[config.mk]
export PLATFORM = sky130hd
export DESIGN_NAME = pft_ram
export DESIGN_NICKNAME = d
export VERILOG_FILES = /design/src/pft_ram.sv
export SDC_FILE = /design/constraint.sdc
export NUM_CORES = 1
export LEC_CHECK = 0
export ABC_AREA = 1
export ABC_CLOCK_PERIOD_IN_PS = 1400
export BUFFER_PORTS_ARGS = -buffer_cell sky130_fd_sc_hd__buf_2
export CAP_MARGIN = 20
export CORE_MARGIN = 8
export CORE_UTILIZATION = 56
export CTS_CLUSTER_DIAMETER = 40
export DETAILED_ROUTE_END_ITERATION = 10
export PLACE_DENSITY = 0.74
export SLEW_MARGIN = 5
export SYNTH_ARGS = -nofsm -noshare
export SYNTH_HDL_FRONTEND = slang
export SYNTH_SLANG_ARGS = --single-unit
export TNS_END_PERCENT = 50
[constraint.sdc]
create_clock -name clock -period 1.4 [get_ports clock]
set_input_delay 0.14 -clock clock [delete_from_list [all_inputs] [get_ports clock]]
set_output_delay 0.14 -clock clock [all_outputs]
set_load 0.02 [all_outputs]
[src/pft_ram.sv]
// generic simple dual-port ram with registered read
module pft_ram #(
   parameter int WIDTH = 8,
   parameter int DEPTH = 16
) (
   input  logic                     clock,
   input  logic                     wr_en,
   input  logic [$clog2(DEPTH)-1:0] wr_addr,
   input  logic [WIDTH-1:0]         wr_data,
   input  logic                     rd_en,
   input  logic [$clog2(DEPTH)-1:0] rd_addr,
   output logic [WIDTH-1:0]         rd_data
);

   logic [WIDTH-1:0] mem_ff [DEPTH];
   logic [WIDTH-1:0] rd_data_ff;

   always_ff @(posedge clock) begin
      if (wr_en) begin
         mem_ff[wr_addr] <= wr_data;
      end
      if (rd_en) begin
         rd_data_ff <= mem_ff[rd_addr];
      end
   end

   assign rd_data = rd_data_ff;

endmodule

---- After elaboration in Yosys (flattened, before gate mapping) ----
Memories as Yosys holds them, arrays and structs flattened. A register that Yosys moved wholly into a read port is not among the register bits.
Cells that the tools add are included.
operators by class
  mux-type cells .......................... 2
operators with widths
  cell    number
  $mux 1  2
storage, ports and cells
  bits in registers ....................... 0
  memory bits (writable) .................. 128
  word-level logic and storage cells ...... 3
  memories ................................ 1
memories
  name    words  bits a word  rd ports  clocked after memory_dff  wr ports  RTL line  RTL
  mem_ff  16     8            1         1                         1         15        logic [WIDTH-1:0] mem_ff [DEPTH];

---- Longest topological paths before layout ----
Gate-level depths: netlist of run 1.
  depth in word-level cells ............... 2
  mapped depth ............................ 8
  gate-level depth less buffers ........... 7

---- Worst setup path before layout of run 1 ----
OpenSTA, ideal clock, no wires.
  path type ............................... input to register
  start point ............................. input port wr_addr[2]
  end point ............................... memory mem_ff[10][0], enable pin
  data arrival time ....................... 0.721 ns
  required time ........................... 1.030 ns
  path slack .............................. 0.309 ns
  stages .................................. 2
  cells stage by stage .................... nand3b_1 nor2_1
RTL lines
  element          RTL line  RTL
  start, declared  8         input logic [$clog2(DEPTH)-1:0] wr_addr,
  end, declared    15
No word-level cell before the write port.

---- Worst setup path in the final report of run 1 ----
  start point ............................. register rd_data_ff[4] (netlist: rd_data[4]) (read register of mem_ff)
  end point ............................... output port rd_data[4]
RTL lines
  element          RTL line  RTL
  start, declared  16        logic [WIDTH-1:0] rd_data_ff;
  end, declared    12        output logic [WIDTH-1:0] rd_data
No word-level cell between the ends.

==> metrics.txt, run 1 <==
# rows 37; via count 4012; CTS buffer count 17; Die Span X 118.2 um; CP Launch Type flip-flop; vias in the first global route 3818; port buffer count 26; Flop pwr share 47.1%; ANT nets after route 0; Final Slew Violations 0; Root Buffer clkbuf_8; RSZ-0062 raised after global routing no; clk_lat worst skew 530 ps; Core Footprint 10230 um^2; htree depth 4; layout cell share with drive strength beyond 1 12.48%; mean routed wirelength per cell 17.86 um; crit share post-route 88.95%; first-pass GRT wire length 21020 um; required time of the critical path 1260 ps; RR Startpoint mem_ff[12][6]$_DFFE_PP_; Worst-path clk slew 60 ps; crit path max fanout 1; clock buffer depth 2; Tightest Pin Transition 608.9 ps; Fin Setup TNS 0 ps; RePlAce Congestion 0.8173; ant diodes 0; RR Endpoint rd_data[6]$_DFFE_PP_; number of max-cap violations 0; Worst path top cell family by delay flip-flops; switching power share of the total 20.36%; final total power 9.795 mW; Design Area, Final 6819 um^2; final setup fails 0; CP Capture Type output pin; Worst Hold Class primary input to flip-flop; number of distinct library cells after synthesis 11; cts repair resizes 0; # Post-CTS Setup Buffers 0; DRC violations left 0; Die Ht 118.2 um; initial core utilization 57.15%; Min Clock Period, post-route 1245 ps; Net Count, Synth 570; worst-case reg-to-reg path depth 6; Avg Cell Area, Syn 10.61 um^2; Cell Area, Placed 6203 um^2; Seq/Total Area, Yosys 69.85%; DP HPWL 8045 um; clock share of power 46.8%; Leakage 2.969 nW; Buf/Inv on CP 1; Setup Skew 7.966 ps; Hold Path Cell Cnt 1; Internal 7.800 mW; pwr dens 1436 nW/um^2; Hold Crit Endpoint mem_ff[4][3]$_DFFE_PP_; Post-CTS Hold Buffers 1; Final #Nets 615; I/O Pins 27; CP arrival 1110 ps; CTS tree yes; routed wire length 13310 um; gr ovfl total 0; CTS sink cnt 136; largest net degree at the start of global routing 39; synthesis-to-finish area growth 16.63%; Fmax 803.1 MHz; worst hold start wr_data[3]; Slowest Stage Delay on Critical Path 400 ps; crit path from rd_data[4]$_DFFE_PP_; Setup Crit Path Kind flip-flop to output pin; reg-to-reg slack, setup 210 ps; slew margin rel. 59.35%; vias per cell 5.385; Total GRT Usage 19.59%; Synth Register Bits 136; Peak VDD IR 0.9242 mV; Synth Warn # 0; CP cell instances buf_2; slowest CP cell edfxtp_1; Die Footprint 13970 um^2; synthesized area 5847 um^2; post-synthesis instance total 551; final hold vios 0; NetSw 1.994 mW; DR iter-0 viols 434; First-pass DRT Iterations 5; outcome complete, no violations; initial antenna violation count 0; Comb power frac 6.1%
-- flip-flops by register name, indices dropped and copies added, names as in the netlist --
| name | count |
|---|---|
| mem_ff | 128 |
| rd_data | 8 |
-- power groups by stage --
stage / logic, mW / clock network (mW) / registers, mW
6_report: 0.595 / 4.58 / 4.62
5_1_grt: 0.653 / 4.77 / 4.62
4_1_cts: 0.594 / 4.60 / 4.62
3_5_place_dp: 0.586 / 0 / 4.70
3_3_place_gp: 0.564 / 0 / 4.70
2_1_floorplan: 0.322 / 0 / 4.72
-- layout make-up --
class	instances	area [um^2]
clock buffers	20	425.4
clock inverters	12	180.2
fillers	756	3412
inverters	102	382.9
multi-input cells	289	1214
flip-flops and latches	136	4084
well taps	136	170.2
repair buffers	50	362.8
-- cell usage in the layout (no fill, tap or decap) --
master	instances
inv_2	2
clkinv_1	4
dlygate4sd3_1	1
nand3b_1	2
clkinv_2	3
nand2_1	173
edfxtp_1	136
buf_12	4
clkbuf_1	3
inv_1	100
bufinv_16	5
clkbuf_8	1
buf_2	26
buf_4	19
nor2_1	17
nand3_1	97
clkbuf_16	16
-- how the worst max path moves through the flow --
stage / endpoint / slack [ps] / cells after the start
floorplan: mem_ff[10][0]$_DFFE_PP_ / 310 / 2
global placement: rd_data[6]$_DFFE_PP_ / 70 / 7
detailed placement: rd_data[6]$_DFFE_PP_ / 2 / 7
CTS: rd_data[0] / 130 / 1
global route: rd_data[3] / 120 / 1
finish: rd_data[4] / 150 / 1
-- kinds of logic (layout without fill, tap and decap cells) --
logic type / after synthesis / in the layout / synth area share, %
buf+inv: 126 / 184 / 9.394
flops: 136 / 136 / 69.85
simple gates: 289 / 289 / 20.76
-- synthesized netlist by cell type --
cell      count  share of area [%]
edfxtp_1    136                 70
nand3b_1      2               0.26
nor2_1       17                1.1
buf_2        13                1.1
buf_4         4               0.51
buf_1         1              0.064
buf_6         6                1.2
inv_2         2               0.13
nand2_1     173                 11
nand3_1      97                8.3
inv_1       100                6.4
-- metal layers --
metal / track usage, % / part of all wire (%) / vias up / routed length, um
met5: 0 / 0 / - / 0
met4: 7.286 / 2.1 / 0 / 285
met3: 5.093 / 9.5 / 25 / 1258
met2: 30.69 / 46 / 227 / 6177
met1: 25.84 / 42 / 1889 / 5586
li1: - / - / 1871 / -
-- per-stage QoR --
stage / cells / hold WS (ps) / util, % / worst slack, ps
after floorplan: 551 / 238.9 / - / 309.2
after global placement: 712 / 505.6 / 60.63 / 65.84
after detailed placement: 712 / 507.7 / 60.63 / 1.765
after CTS: 745 / 10.19 / 66.65 / 129.6
after global routing: 745 / 29.00 / 66.65 / 120.1
final: 745 / 29.24 / 66.65 / 154.8
Note: power is estimated with default switching activity, not from simulation.
==> run 2: changes to the inputs <==
CORE_UTILIZATION = 30   (was 56)
PLACE_DENSITY = 0.55   (was 0.74)
==> run 2 against run 1 <==
Against the previous run: final cell count increased by 17%; utilization decreased by 31 points; sequential cell count unchanged; highest routed layer unchanged; hold slack improved by 76 ps; critical path depth unchanged; global-route usage decreased by 7.2 points; via count decreased by 2.9%; fmax increased by 4.8%; clock skew increased by 0.78 ps; sequential power about the same; non-clock buffer count decreased by 1.
==> metrics.txt, run 2 (synthesis gave the netlist of run 1 again) <==
Root Buffer clkbuf_16 (was clkbuf_8); max reg flops 128 (unchanged); routed wire length 14260 um (was 13310 um); worst-case reg-to-reg path depth 6 (unchanged); first-pass GRT wire length 22210 um (was 21020 um); setup ws final 212.1 ps (was 154.8 ps); Final #Nets 614 (was 615); Fin Setup TNS 0 ps (unchanged); number of max-cap violations 0 (unchanged); CP Capture Type output pin (unchanged); CP arrival 1050 ps (was 1110 ps); Final Slew Violations 0 (unchanged); slew margin rel. 57.81% (was 59.35%); slowest CP cell edfxtp_1 (unchanged); ANT nets after route 0 (unchanged); Peak VDD IR 0.8494 mV (was 0.9242 mV); end of the critical path rd_data[5] (was rd_data[4]); Min Clock Period, post-route 1188 ps (was 1245 ps); Setup Crit Path Kind flip-flop to output pin (unchanged); DRC violations left 0 (unchanged); Die Ht 155.6 um (was 118.2 um); htree depth 4 (unchanged); Post-CTS Hold Buffers 0 (was 1); most frequent cells in the layout nand2_1 (173), edfxtp_1 (136), inv_1 (100), nand3_1 (97), buf_2 (26) (unchanged); RR Endpoint rd_data[7]$_DFFE_PP_ (was rd_data[6]$_DFFE_PP_); vias per cell 4.463 (was 5.385); ant diodes 0 (unchanged); CTS tree yes (unchanged); Worst Hold Class primary input to flip-flop (unchanged); crit path from rd_data[5]$_DFFE_PP_ (was rd_data[4]$_DFFE_PP_); cts repair resizes 0 (unchanged); Cell Area, Placed 6365 um^2 (was 6203 um^2); DR iter-0 viols 304 (was 434); Setup Skew 8.742 ps (was 7.966 ps); Design Area, Final 6959 um^2 (was 6819 um^2); Leakage 2.956 nW (was 2.969 nW); DP HPWL 9084 um (was 8045 um); Die Footprint 24210 um^2 (was 13970 um^2); clock buffer depth 2 (unchanged); First-pass DRT Iterations 4 (was 5); CP cell instances buf_2 (unchanged); Top reg by flops mem_ff (unchanged); gr ovfl total 0 (unchanged); I/O Pins 27 (unchanged); Worst-path clk slew 60 ps (about the same); FF+latch area 4084 um^2 (unchanged); # rows 51 (was 37); final setup fails 0 (unchanged); CP Launch Type flip-flop (unchanged); Critical Path Stages 1 (unchanged); port buffer count 26 (unchanged); initial core utilization 30.34% (was 57.15%); layout cell share with drive strength beyond 1 12.50% (was 12.48%); # Post-CTS Setup Buffers 0 (unchanged); Setup WS pre-CTS -10.27 ps (was 1.765 ps); layout filler cell count 1940 (was 756); area of the multi-input gates 1214 um^2 (unchanged); final hold vios 0 (unchanged); RR Startpoint mem_ff[1][7]$_DFFE_PP_ (was mem_ff[12][6]$_DFFE_PP_); reg-to-reg slack, setup 230 ps (was 210 ps); Slowest Stage Delay on Critical Path 430 ps (was 400 ps); Fmax 841.8 MHz (was 803.1 MHz); most common cell after layout, fill and taps aside nand2_1 (unchanged); initial antenna violation count 0 (unchanged); pwr dens 1403 nW/um^2 (was 1436 nW/um^2); largest net degree at the start of global routing 65 (was 39); Die Span X 155.6 um (was 118.2 um); clk_lat worst skew 420 ps (was 530 ps); synthesis-to-finish area growth 19.02% (was 16.63%); outcome complete, no violations (unchanged); final total power 9.764 mW (was 9.795 mW); required time of the critical path 1260 ps (about the same); CTS buffer count 17 (unchanged); RSZ-0062 raised after global routing no (unchanged); crit path max fanout 1 (unchanged); RePlAce Congestion 0.8362 (was 0.8173); vias in the first global route 3986 (was 3818); Buf/Inv on CP 1 (unchanged); crit share post-route 84.85% (was 88.95%); mean routed wirelength per cell 16.33 um (was 17.86 um); CTS sink cnt 136 (unchanged); Tightest Pin Transition 631.9 ps (was 608.9 ps); via count 3896 (was 4012); Worst path top cell family by delay flip-flops (unchanged); Total GRT Usage 12.38% (was 19.59%); Core Footprint 19270 um^2 (was 10230 um^2)
run 2: cell count changes in the layout (fill, tap and decap cells not counted), sizes merged:
cell and delta:
bufinv -1, clkbuf +1, clkinv -1, clkinvlp +1, dlygate4sd3 -1
run 2: where the power goes:
group	internal, mW	leakage [nW]	switching (mW)	total [mW]
Clock	2.95	0.287	1.60	4.55
Combinational	0.173	1.43	0.426	0.599
Sequential	4.59	1.24	0.0293	4.62
Total	7.71	2.96	2.05	9.76
run 2: cell type report:
cell class | instances | share of cell area [%]
Inverter | 102 | 5.502
Multi-Input combinational cell | 289 | 17.44
Timing Repair Buffer | 49 | 5.070
Clock buffer | 21 | 6.329
Tap cell | 265 | 4.764
Clock inverter | 11 | 2.211
Sequential cell | 136 | 58.68
run 2: worst min path at each step:
| stage | startpoint | endpoint | slack, ps | cells past startpoint |
|---|---|---|---|---|
| 2_1_floorplan | wr_data[0] | mem_ff[0][0]$_DFFE_PP_ | 240 | 0 |
| 3_3_place_gp | rd_en | rd_data[0]$_DFFE_PP_ | 530 | 1 |
| 3_5_place_dp | rd_en | rd_data[0]$_DFFE_PP_ | 540 | 1 |
| 4_1_cts | rd_en | rd_data[0]$_DFFE_PP_ | 100 | 1 |
| 5_1_grt | rd_en | rd_data[4]$_DFFE_PP_ | 100 | 1 |
| 6_report | rd_en | rd_data[4]$_DFFE_PP_ | 110 | 1 |
run 2: stage by stage:
step / utilization, % / instances / hold WS [ps]
global route: 36.11 / 873 / 102.2
finish: 36.11 / 873 / 105.5
CTS: 36.11 / 873 / 98.05
global placement: 33.03 / 841 / 526.2
floorplan: - / 551 / 238.9
detailed placement: 33.03 / 841 / 541.4
run 2: worst register-to-register path: cells and delay by family, from the launching register on:
kind,cells,cell delay [ps]
simple gates,5,500
flops,1,370
buf+inv,1,60
run 2: layer usage:
layer | share of wire, % | vias up | global-route usage [%]
met4 | 1.3 | 0 | 4.760
met3 | 6.0 | 13 | 2.825
met2 | 47 | 114 | 19.62
met5 | 0 | - | 0
met1 | 46 | 1895 | 16.17
li1 | - | 1874 | -
